[config.mk]
export PLATFORM = sky130hd
export DESIGN_NAME = array_list_engine
export DESIGN_NICKNAME = d
export VERILOG_FILES = /design/src/hdl/ale_pkg.sv /design/src/hdl/ale_datapath.sv /design/src/hdl/ale_ctrl.sv /design/src/hdl/array_list_engine.sv
export SDC_FILE = /design/constraint.sdc
export NUM_CORES = 2
export LEC_CHECK = 0
export BUFFER_PORTS_ARGS = -buffer_cell sky130_fd_sc_hd__buf_2
export CORE_MARGIN = 2
export CORE_UTILIZATION = 36
export CTS_BUF_LIST = sky130_fd_sc_hd__clkbuf_8
export DETAILED_ROUTE_END_ITERATION = 7
export HOLD_SLACK_MARGIN = 0.06
export MAX_ROUTING_LAYER = met4
export SLEW_MARGIN = 5
export SYNTH_ARGS = -nofsm -noshare
export SYNTH_HDL_FRONTEND = slang
export SYNTH_SLANG_ARGS = --single-unit
[constraint.sdc]
create_clock -name i_clk -period 16 [get_ports i_clk]
set_clock_uncertainty 0.15 [all_clocks]
set_input_delay 2.4 -clock i_clk [delete_from_list [all_inputs] [get_ports i_clk]]
set_output_delay 2.4 -clock i_clk [all_outputs]
set_load 0.005 [all_outputs]
[src/hdl/ale_pkg.sv]
package ale_pkg;

    // Default sizes handed down to the top level.
    localparam int CAPACITY_DEF  = 64;
    localparam int WORD_BITS_DEF = 32;

    // Fixed field widths of the stream words.
    localparam int CMD_W   = 3;
    localparam int POS_W   = 7;
    localparam int VAL_W   = 32;
    localparam int STAT_W  = 3;
    localparam int LEN_W   = 7;
    localparam int IN_DW   = 48;
    localparam int OUT_DW  = 16;

    // Command codes carried in the input word.
    typedef enum logic [CMD_W-1:0] {
        CMD_PUSH_BACK    = 3'd0,
        CMD_PUSH_FRONT   = 3'd1,
        CMD_INSERT       = 3'd2,
        CMD_POP_BACK     = 3'd3,
        CMD_POP_FRONT    = 3'd4,
        CMD_ERASE        = 3'd5,
        CMD_REMOVE_FIRST = 3'd6,
        CMD_REMOVE_ALL   = 3'd7
    } t_cmd;

    // Status codes carried in the output word.
    typedef enum logic [STAT_W-1:0] {
        ST_OK        = 3'd0,
        ST_FULL      = 3'd1,
        ST_EMPTY     = 3'd2,
        ST_BAD_POS   = 3'd3,
        ST_NOT_FOUND = 3'd4
    } t_status;

    // Kind of entry-moving loop run by the datapath.
    typedef enum logic [1:0] {
        MODE_UP        = 2'd0,
        MODE_DROP      = 2'd1,
        MODE_REM_FIRST = 2'd2,
        MODE_REM_ALL   = 2'd3
    } t_mode;

    // Commands from the controller to the datapath.
    typedef struct packed {
        logic    capture;
        logic    start;
        t_mode   mode;
        logic    push_tail;
        logic    pop_tail;
        logic    step;
        logic    loop_end;
        logic    res_load;
        t_status res_status;
        logic    out_load;
    } t_dp_cmd;

    // Status from the datapath to the controller.
    typedef struct packed {
        t_cmd cmd;
        logic empty;
        logic full;
        logic pos_above;
        logic pos_at_or_above;
        logic loop_done;
    } t_dp_stat;

endpackage

[src/hdl/ale_datapath.sv]
module ale_datapath
    import ale_pkg::*;
#(
    parameter int CAPACITY  = CAPACITY_DEF,
    parameter int WORD_BITS = WORD_BITS_DEF
) (
    input  logic                i_clk,
    input  logic                i_rst_n,
    input  logic [CMD_W-1:0]    i_command,
    input  logic [POS_W-1:0]    i_position,
    input  logic [VAL_W-1:0]    i_value,
    input  t_dp_cmd             i_cmd,
    output t_dp_stat            o_stat,
    output logic [STAT_W-1:0]   o_status,
    output logic [LEN_W-1:0]    o_length_after
);

    localparam int AW = (CAPACITY > 1) ? $clog2(CAPACITY) : 1;
    localparam int CW = $clog2(CAPACITY + 1);
    localparam int PW = (CW > POS_W) ? CW : POS_W;

    // List store: one write port, one registered read port.
    logic [WORD_BITS-1:0] r_mem [CAPACITY];
    logic [WORD_BITS-1:0] r_rdata;

    // Captured command.
    t_cmd                 r_cmd,    n_cmd;
    logic [POS_W-1:0]     r_pos,    n_pos;
    logic [WORD_BITS-1:0] r_word,   n_word;

    // List length and loop state.
    logic [CW-1:0]        r_count,  n_count;
    logic [CW-1:0]        r_rd_idx, n_rd_idx;
    logic [CW-1:0]        r_wr_idx, n_wr_idx;
    logic [CW-1:0]        r_left,   n_left;
    logic                 r_pend,   n_pend;
    logic                 r_found,  n_found;
    t_mode                r_mode,   n_mode;

    // Result registers.
    t_status              r_status, n_status;
    logic [STAT_W-1:0]    r_out_status, n_out_status;
    logic [LEN_W-1:0]     r_out_len,    n_out_len;

    logic [CW-1:0]        w_pos_c;
    logic                 w_eq;
    logic                 w_keep;
    logic                 w_we;
    logic [AW-1:0]        w_wa;
    logic [WORD_BITS-1:0] w_wd;
    t_cmd                 w_in_cmd;

    assign w_in_cmd = t_cmd'(i_command);
    assign w_pos_c  = CW'(r_pos);
    assign w_eq     = (r_rdata == r_word);

    // Decide whether the word just read survives a compaction step.
    always_comb begin
        case (r_mode)
            MODE_REM_FIRST: w_keep = !(w_eq && !r_found);
            MODE_REM_ALL:   w_keep = !w_eq;
            default:        w_keep = 1'b1;
        endcase
    end

    // Write port selection.
    always_comb begin
        w_we = 1'b0;
        w_wa = r_count[AW-1:0];
        w_wd = r_word;
        if (i_cmd.loop_end && (r_mode == MODE_UP)) begin
            w_we = 1'b1;
            w_wa = w_pos_c[AW-1:0];
        end else if (i_cmd.step && r_pend && ((r_mode == MODE_UP) || w_keep)) begin
            w_we = 1'b1;
            w_wa = r_wr_idx[AW-1:0];
            w_wd = r_rdata;
        end else if (i_cmd.push_tail) begin
            w_we = 1'b1;
        end
    end

    // Memory array.
    always_ff @(posedge i_clk) begin
        if (w_we) begin
            r_mem[w_wa] <= w_wd;
        end
        r_rdata <= r_mem[r_rd_idx[AW-1:0]];
    end

    // Next-value logic for the loop and the length.
    always_comb begin
        n_cmd        = r_cmd;
        n_pos        = r_pos;
        n_word       = r_word;
        n_count      = r_count;
        n_rd_idx     = r_rd_idx;
        n_wr_idx     = r_wr_idx;
        n_left       = r_left;
        n_pend       = r_pend;
        n_found      = r_found;
        n_mode       = r_mode;
        n_status     = r_status;
        n_out_status = r_out_status;
        n_out_len    = r_out_len;

        if (i_cmd.capture) begin
            n_cmd  = w_in_cmd;
            n_word = WORD_BITS'(i_value);
            if ((w_in_cmd == CMD_PUSH_FRONT) || (w_in_cmd == CMD_POP_FRONT)) begin
                n_pos = '0;
            end else begin
                n_pos = i_position;
            end
        end

        // Set up the read and write pointers for a loop.
        if (i_cmd.start) begin
            n_mode  = i_cmd.mode;
            n_found = 1'b0;
            n_pend  = 1'b0;
            case (i_cmd.mode)
                MODE_UP: begin
                    n_rd_idx = r_count - CW'(1);
                    n_left   = r_count - w_pos_c;
                    n_wr_idx = r_count;
                end
                MODE_DROP: begin
                    n_rd_idx = w_pos_c + CW'(1);
                    n_left   = r_count - w_pos_c - CW'(1);
                    n_wr_idx = w_pos_c;
                end
                default: begin
                    n_rd_idx = '0;
                    n_left   = r_count;
                    n_wr_idx = '0;
                end
            endcase
        end

        // One loop step: issue the next read and retire the previous one.
        if (i_cmd.step) begin
            if (r_left != '0) begin
                n_pend = 1'b1;
                n_left = r_left - CW'(1);
                if (r_mode == MODE_UP) begin
                    n_rd_idx = r_rd_idx - CW'(1);
                end else begin
                    n_rd_idx = r_rd_idx + CW'(1);
                end
            end else begin
                n_pend = 1'b0;
            end
            if (r_pend) begin
                if (r_mode == MODE_UP) begin
                    n_wr_idx = r_wr_idx - CW'(1);
                end else if (w_keep) begin
                    n_wr_idx = r_wr_idx + CW'(1);
                end
                if (r_mode == MODE_REM_FIRST) begin
                    n_found = r_found | w_eq;
                end
            end
        end

        if (i_cmd.push_tail) begin
            n_count = r_count + CW'(1);
        end
        if (i_cmd.pop_tail) begin
            n_count = r_count - CW'(1);
        end

        // Close a loop: place the new word or take the compacted length.
        if (i_cmd.loop_end) begin
            n_status = ST_OK;
            if (r_mode == MODE_UP) begin
                n_count = r_count + CW'(1);
            end else begin
                n_count = r_wr_idx;
                if ((r_mode == MODE_REM_FIRST) && !r_found) begin
                    n_status = ST_NOT_FOUND;
                end
            end
        end

        if (i_cmd.res_load) begin
            n_status = i_cmd.res_status;
        end

        if (i_cmd.out_load) begin
            n_out_status = r_status;
            n_out_len    = LEN_W'(r_count);
        end
    end

    // Control registers.
    always_ff @(posedge i_clk) begin
        if (!i_rst_n) begin
            r_count <= '0;
            r_left  <= '0;
            r_pend  <= 1'b0;
        end else begin
            r_count <= n_count;
            r_left  <= n_left;
            r_pend  <= n_pend;
        end
    end

    // Payload registers.
    always_ff @(posedge i_clk) begin
        r_cmd        <= n_cmd;
        r_pos        <= n_pos;
        r_word       <= n_word;
        r_rd_idx     <= n_rd_idx;
        r_wr_idx     <= n_wr_idx;
        r_found      <= n_found;
        r_mode       <= n_mode;
        r_status     <= n_status;
        r_out_status <= n_out_status;
        r_out_len    <= n_out_len;
    end

    // Status toward the controller.
    always_comb begin
        o_stat.cmd             = r_cmd;
        o_stat.empty           = (r_count == '0);
        o_stat.full            = (r_count == CW'(CAPACITY));
        o_stat.pos_above       = (PW'(r_pos) > PW'(r_count));
        o_stat.pos_at_or_above = (PW'(r_pos) >= PW'(r_count));
        o_stat.loop_done       = (r_left == '0) && !r_pend;
    end

    assign o_status       = r_out_status;
    assign o_length_after = r_out_len;

endmodule

[src/hdl/ale_ctrl.sv]
module ale_ctrl
    import ale_pkg::*;
(
    input  logic     i_clk,
    input  logic     i_rst_n,
    input  logic     i_in_valid,
    output logic     o_in_ready,
    output logic     o_out_valid,
    input  logic     i_out_ready,
    input  t_dp_stat i_stat,
    output t_dp_cmd  o_cmd
);

    typedef enum logic [3:0] {
        S_IDLE   = 4'b0001,
        S_DECODE = 4'b0010,
        S_LOOP   = 4'b0100,
        S_DONE   = 4'b1000
    } t_state;

    t_state r_state, n_state;
    logic   r_out_valid, n_out_valid;

    // Sequencing of one command.
    always_comb begin
        n_state    = r_state;
        o_cmd      = '0;
        o_in_ready = 1'b0;
        case (r_state)
            S_IDLE: begin
                o_in_ready = 1'b1;
                if (i_in_valid) begin
                    o_cmd.capture = 1'b1;
                    n_state       = S_DECODE;
                end
            end
            S_DECODE: begin
                n_state = S_DONE;
                case (i_stat.cmd)
                    CMD_PUSH_BACK: begin
                        o_cmd.res_load = 1'b1;
                        if (i_stat.full) begin
                            o_cmd.res_status = ST_FULL;
                        end else begin
                            o_cmd.res_status = ST_OK;
                            o_cmd.push_tail  = 1'b1;
                        end
                    end
                    CMD_PUSH_FRONT, CMD_INSERT: begin
                        if ((i_stat.cmd == CMD_INSERT) && i_stat.pos_above) begin
                            o_cmd.res_load   = 1'b1;
                            o_cmd.res_status = ST_BAD_POS;
                        end else if (i_stat.full) begin
                            o_cmd.res_load   = 1'b1;
                            o_cmd.res_status = ST_FULL;
                        end else begin
                            o_cmd.start = 1'b1;
                            o_cmd.mode  = MODE_UP;
                            n_state     = S_LOOP;
                        end
                    end
                    CMD_POP_BACK: begin
                        o_cmd.res_load = 1'b1;
                        if (i_stat.empty) begin
                            o_cmd.res_status = ST_EMPTY;
                        end else begin
                            o_cmd.res_status = ST_OK;
                            o_cmd.pop_tail   = 1'b1;
                        end
                    end
                    CMD_POP_FRONT, CMD_ERASE: begin
                        if (i_stat.empty) begin
                            o_cmd.res_load   = 1'b1;
                            o_cmd.res_status = ST_EMPTY;
                        end else if ((i_stat.cmd == CMD_ERASE) && i_stat.pos_at_or_above) begin
                            o_cmd.res_load   = 1'b1;
                            o_cmd.res_status = ST_BAD_POS;
                        end else begin
                            o_cmd.start = 1'b1;
                            o_cmd.mode  = MODE_DROP;
                            n_state     = S_LOOP;
                        end
                    end
                    CMD_REMOVE_FIRST: begin
                        o_cmd.start = 1'b1;
                        o_cmd.mode  = MODE_REM_FIRST;
                        n_state     = S_LOOP;
                    end
                    default: begin
                        o_cmd.start = 1'b1;
                        o_cmd.mode  = MODE_REM_ALL;
                        n_state     = S_LOOP;
                    end
                endcase
            end
            S_LOOP: begin
                o_cmd.step = 1'b1;
                if (i_stat.loop_done) begin
                    o_cmd.loop_end = 1'b1;
                    n_state        = S_DONE;
                end
            end
            S_DONE: begin
                // Hand the result to the output register once it is free.
                if (!r_out_valid || i_out_ready) begin
                    o_cmd.out_load = 1'b1;
                    n_state        = S_IDLE;
                end
            end
            default: begin
                n_state = S_IDLE;
            end
        endcase
    end

    // Output word valid flag.
    always_comb begin
        n_out_valid = r_out_valid;
        if (o_cmd.out_load) begin
            n_out_valid = 1'b1;
        end else if (i_out_ready) begin
            n_out_valid = 1'b0;
        end
    end

    always_ff @(posedge i_clk) begin
        if (!i_rst_n) begin
            r_state     <= S_IDLE;
            r_out_valid <= 1'b0;
        end else begin
            r_state     <= n_state;
            r_out_valid <= n_out_valid;
        end
    end

    assign o_out_valid = r_out_valid;

endmodule

[src/hdl/array_list_engine.sv]
// Channel  | Direction | Word contents (lowest bit first)
// ---------+-----------+-------------------------------------------------
// s_axis   | in        | command[2:0], position[9:3], value[41:10], zeros
// m_axis   | out       | status[2:0], length_after[9:3], zeros
//
// A command whose result is settled at decode passes through the DECODE and DONE
// states after it is accepted. A shift or compaction loop adds the LOOP state, in
// which it reads N entries (length - position for an insert, the entries above the
// position for an erase, the whole length for removals) one at a time, as the list
// store has one registered read port and one write port. The next word is taken the
// cycle after the result is loaded, so a new command is taken only once the last
// one's result is loaded. Reset is synchronous and empties the list. A result held
// by a stalled m_axis does not stop the next command from being taken, but that
// command waits for the output register to free up.
module array_list_engine
    import ale_pkg::*;
#(
    parameter int CAPACITY  = CAPACITY_DEF,
    parameter int WORD_BITS = WORD_BITS_DEF
) (
    input  logic              i_clk,
    input  logic              i_rst_n,
    input  logic              i_s_axis_tvalid,
    output logic              o_s_axis_tready,
    input  logic [IN_DW-1:0]  i_s_axis_tdata,   // command, position, value
    output logic              o_m_axis_tvalid,
    input  logic              i_m_axis_tready,
    output logic [OUT_DW-1:0] o_m_axis_tdata    // status, length_after
);

    t_dp_cmd           w_cmd;
    t_dp_stat          w_stat;
    logic [STAT_W-1:0] w_status;
    logic [LEN_W-1:0]  w_length_after;

    // Command sequencer.
    ale_ctrl u_ctrl (
        .i_clk       (i_clk),
        .i_rst_n     (i_rst_n),
        .i_in_valid  (i_s_axis_tvalid),
        .o_in_ready  (o_s_axis_tready),
        .o_out_valid (o_m_axis_tvalid),
        .i_out_ready (i_m_axis_tready),
        .i_stat      (w_stat),
        .o_cmd       (w_cmd)
    );

    // List store, pointers and result registers.
    ale_datapath #(
        .CAPACITY  (CAPACITY),
        .WORD_BITS (WORD_BITS)
    ) u_datapath (
        .i_clk          (i_clk),
        .i_rst_n        (i_rst_n),
        .i_command      (i_s_axis_tdata[CMD_W-1:0]),
        .i_position     (i_s_axis_tdata[CMD_W+POS_W-1:CMD_W]),
        .i_value        (i_s_axis_tdata[CMD_W+POS_W+VAL_W-1:CMD_W+POS_W]),
        .i_cmd          (w_cmd),
        .o_stat         (w_stat),
        .o_status       (w_status),
        .o_length_after (w_length_after)
    );

    // Pack the result word.
    assign o_m_axis_tdata = {{(OUT_DW - STAT_W - LEN_W){1'b0}}, w_length_after, w_status};

endmodule
==> flow_metrics.tcl <==
set metrics [dict create \
    r2r-end "u_datapath.r_mem[41][13]$_DFFE_PP_" \
    max_stage_delay_ns 0.92 \
    area_growth_pct 13.0 \
    clk_latency_ns 1.07 \
    synthArstFlopShare_pct 0 \
    reg2reg_from "u_datapath.r_word[12]$_DFFE_PP_" \
    fin_ws_ns 10.37 \
    io_pins 70 \
    die_y_um 489 \
    synth_seq_cells 2171 \
    synth_top_area_share_pct 74.6 \
    cts_tree "built" \
    yosys-top-cells-count "edfxtp_1, mux4_2, clkbuf_1" \
    crit_path_start_kind "register" \
    final_layout_size_suffix_gt1_share_pct 32.6 \
    coreArea_um2 235000 \
    seq_power_share_pct 45.6 \
    cp.arrival_ns 6.16 \
    antenna_found_initial 10 \
    synthCells 3668 \
    syn-cell-area_um2 84700 \
    slew_headroom_pct 16.5 \
    r2r_cells 8 \
    endpoint "u_datapath.r_mem[41][13]$_DFFE_PP_" \
    synth_edf_count 2105 \
    status "finished clean" \
    dieWidth_um 489 \
    grt.busiest_layer "met2" \
    cp_data_required_time_ns 16.54 \
    die_area_um2 239000 \
    root_buffer "clkbuf_8" \
    crit_chain "xnor2_1 > nand4_1 > or4_1 > nor3_2 > o21ai_1 > a211o_1 > nor3_4 > buf_4" \
    yosysMostFrequentCell "edfxtp_1" \
    place_congestion 0.825 \
    p_leak_nw 29.5 \
    rrSetupSlack_ns 10.37 \
    layoutNonFillerInstCount 7395 \
    pwr-share-comb_pct 25.8 \
    tns_ns 0 \
    crit_path_start "u_datapath.r_word[12]$_DFFE_PP_" \
    cell_internal_pwr_mw 10.9 \
    power_frac_clock_pct 28.6 \
    htreeDepth 5 \
    synth_cell_type_count 79 \
    finalCritPeriodShare_pct 35.2 \
    crit_slowest_cell "nor3_4" \
    drc 0 \
    cts.clk_slew.worst_paths_ns 0.06 \
    yosys-top-cells-area "edfxtp_1, mux4_2, dfxtp_1" \
    grt_use_met3_pct 3.23 \
    clockBufferDepth 4 \
    dp_hpwl_mm 107 \
    place_inst 6789 \
    worstMarginPinSlew_ns 1.25 \
    viasPerCell 5.36 \
    drt-total-wl_mm 199 \
    use_met2_pct 27.1 \
    rsz0062_at_grt "false" \
    final.fill_count 20328 \
    gr-usage-met1_pct 22.4 \
    grt_first_pass_wirelength_mm 285 \
    max_freq_mhz 178 \
    portBuffers 57 \
    finalCriticalPeriod_ns 5.63 \
    critPathKind "register to register" \
    endpoint_kind "register" \
    p_sw_mw 4.43 \
    hold_class "register to register" \
    grt_max_degree 152 \
    overflow 0 \
    numCtsBuffers 348 \
    synth_warnings 0 \
    groute.usage.overall_pct 17.0 \
    dp_worst_setup_slack_ns 10.26 \
    grt_pass1_vias 40896 \
    cts-resized-gates 0 \
    layout.nets 4061 \
    synthFlopType "edfxtp_1" \
    hold_buffers 0 \
    drt_pre_antenna_iters 6 \
    min_from "u_datapath.r_status[0]$_SDFFCE_PN0P_" \
    slew_viol_final 0 \
    antenna_left 0 \
    vias 39614 \
    initial_utilization_pct 36.1 \
    drv_cap 0 \
    synth-seq-area-share_pct 76.2 \
    clock_sinks 2171 \
    powerDensity_nw_per_um2 160 \
    drt_iter0_drc 4008 \
    stdcell_area_um2 95700 \
    setup_viol 0 \
    syn_area_per_cell_um2 23.1 \
    wl_per_cell_um 26.9 \
    post_cts_buffers 0 \
    swShare_pct 29.0 \
    synth_top_area_cell "edfxtp_1" \
    irDropWorstVdd_v 0.000109 \
    hold_viol 0 \
    crit_fanout 20 \
    rows 178 \
    dpl-instance-area_um2 89400 \
]
critical path, delay by kind of cell, from the launching register on:
| kind | cells | cell delay (ns) |
|---|---|---|
| AND/OR/NAND/NOR | 4 | 2.99 |
| XOR/XNOR | 1 | 0.25 |
| buffers and inverters | 1 | 0.52 |
| AO/OA/AOI/OAI | 2 | 0.87 |
| flip-flops | 1 | 0.44 |
stage by stage:
| step | power, mW | utilization, % | hold WS, ns |
|---|---|---|---|
| 4_1_cts | 15.4 | 40.8 | 0.263 |
| 6_report | 15.3 | 40.8 | 0.264 |
| 2_1_floorplan | 9.78 | - | 0.250 |
| 3_3_place_gp | 11.0 | 38.1 | 0.253 |
| 5_1_grt | 15.9 | 40.8 | 0.278 |
| 3_5_place_dp | 11.1 | 38.1 | 0.255 |
cell usage in the layout (no fill, tap or decap), drive strengths merged, types with 9 or more instances in the layout:
master / instances
edfxtp: 2105
mux4: 672
clkbuf: 367
buf: 165
inv: 145
clkinv: 110
nor3: 74
dfxtp: 66
nor2: 48
nand2: 47
xnor2: 47
mux2: 34
nand3: 30
o21ai: 30
a21oi: 29
nand4: 18
ha: 18
nor2b: 15
a211oi: 13
a221oi: 12
a31oi: 11
o211ai: 11
and3: 11
bufinv: 10
and2: 9
final cells by class:
cell class / count / area, um^2 / share of cell area, %
clock inverter: 236 / 1230 / 1.29
multi-input combinational: 1268 / 19600 / 20.5
tap: 3150 / 3940 / 4.12
sequential: 2171 / 64600 / 67.5
antenna: 3 / 7.51 / 0.00785
clock buffer: 367 / 5050 / 5.28
timing repair buffer: 165 / 1160 / 1.21
inverter: 35 / 131 / 0.137
flip-flops by register name (all words and copies together), names as in the netlist, 6 cells and up:
name / count
u_datapath.o_length_after: 7
u_datapath.r_rd_idx: 6
u_datapath.r_wr_idx: 7
u_datapath.r_count: 7
u_datapath.r_rdata: 32
u_datapath.r_pos: 7
u_datapath.r_word: 32
u_datapath.r_mem: 2048
u_datapath.r_left: 7
metal layers:
layer / vias to the layer above / part of all wire, %
li1: 16442 / -
met1: 21490 / 42
met2: 1393 / 50
met3: 289 / 6.6
met4: 0 / 1.7
met5: - / 0
power groups by stage:
| stage | clock network (mW) | registers, mW | logic, mW |
|---|---|---|---|
| 4_1_cts | 4.48 | 6.97 | 3.99 |
| 3_5_place_dp | 0 | 7.09 | 3.99 |
| 6_report | 4.37 | 6.97 | 3.95 |
| 3_3_place_gp | 0 | 7.08 | 3.94 |
| 5_1_grt | 4.72 | 6.99 | 4.20 |
| 2_1_floorplan | 0 | 6.86 | 2.92 |
how the worst min path moves through the flow:
stage / end / slack (ns) / cells past startpoint
floorplan: u_datapath.o_status[0]$_DFFE_PP_ / 0.25 / 0
global placement: u_datapath.o_status[1]$_DFFE_PP_ / 0.25 / 0
detailed placement: u_datapath.o_status[0]$_DFFE_PP_ / 0.25 / 0
CTS: u_datapath.o_status[0]$_DFFE_PP_ / 0.26 / 0
global route: u_datapath.o_status[0]$_DFFE_PP_ / 0.28 / 0
finish: u_datapath.o_status[0]$_DFFE_PP_ / 0.26 / 0
cells by family after synthesis:
kind of cell | count (synthesis) | synth area share (%)
flops | 2171 | 76.2
mux | 708 | 18.3
simple gates | 301 | 1.95
buf+inv | 234 | 1.13
compound gates | 179 | 1.52
xor+xnor | 54 | 0.558
fa+ha+maj | 20 | 0.313
other cells | 1 | 0.00443
(Power assumes the default switching activity.)
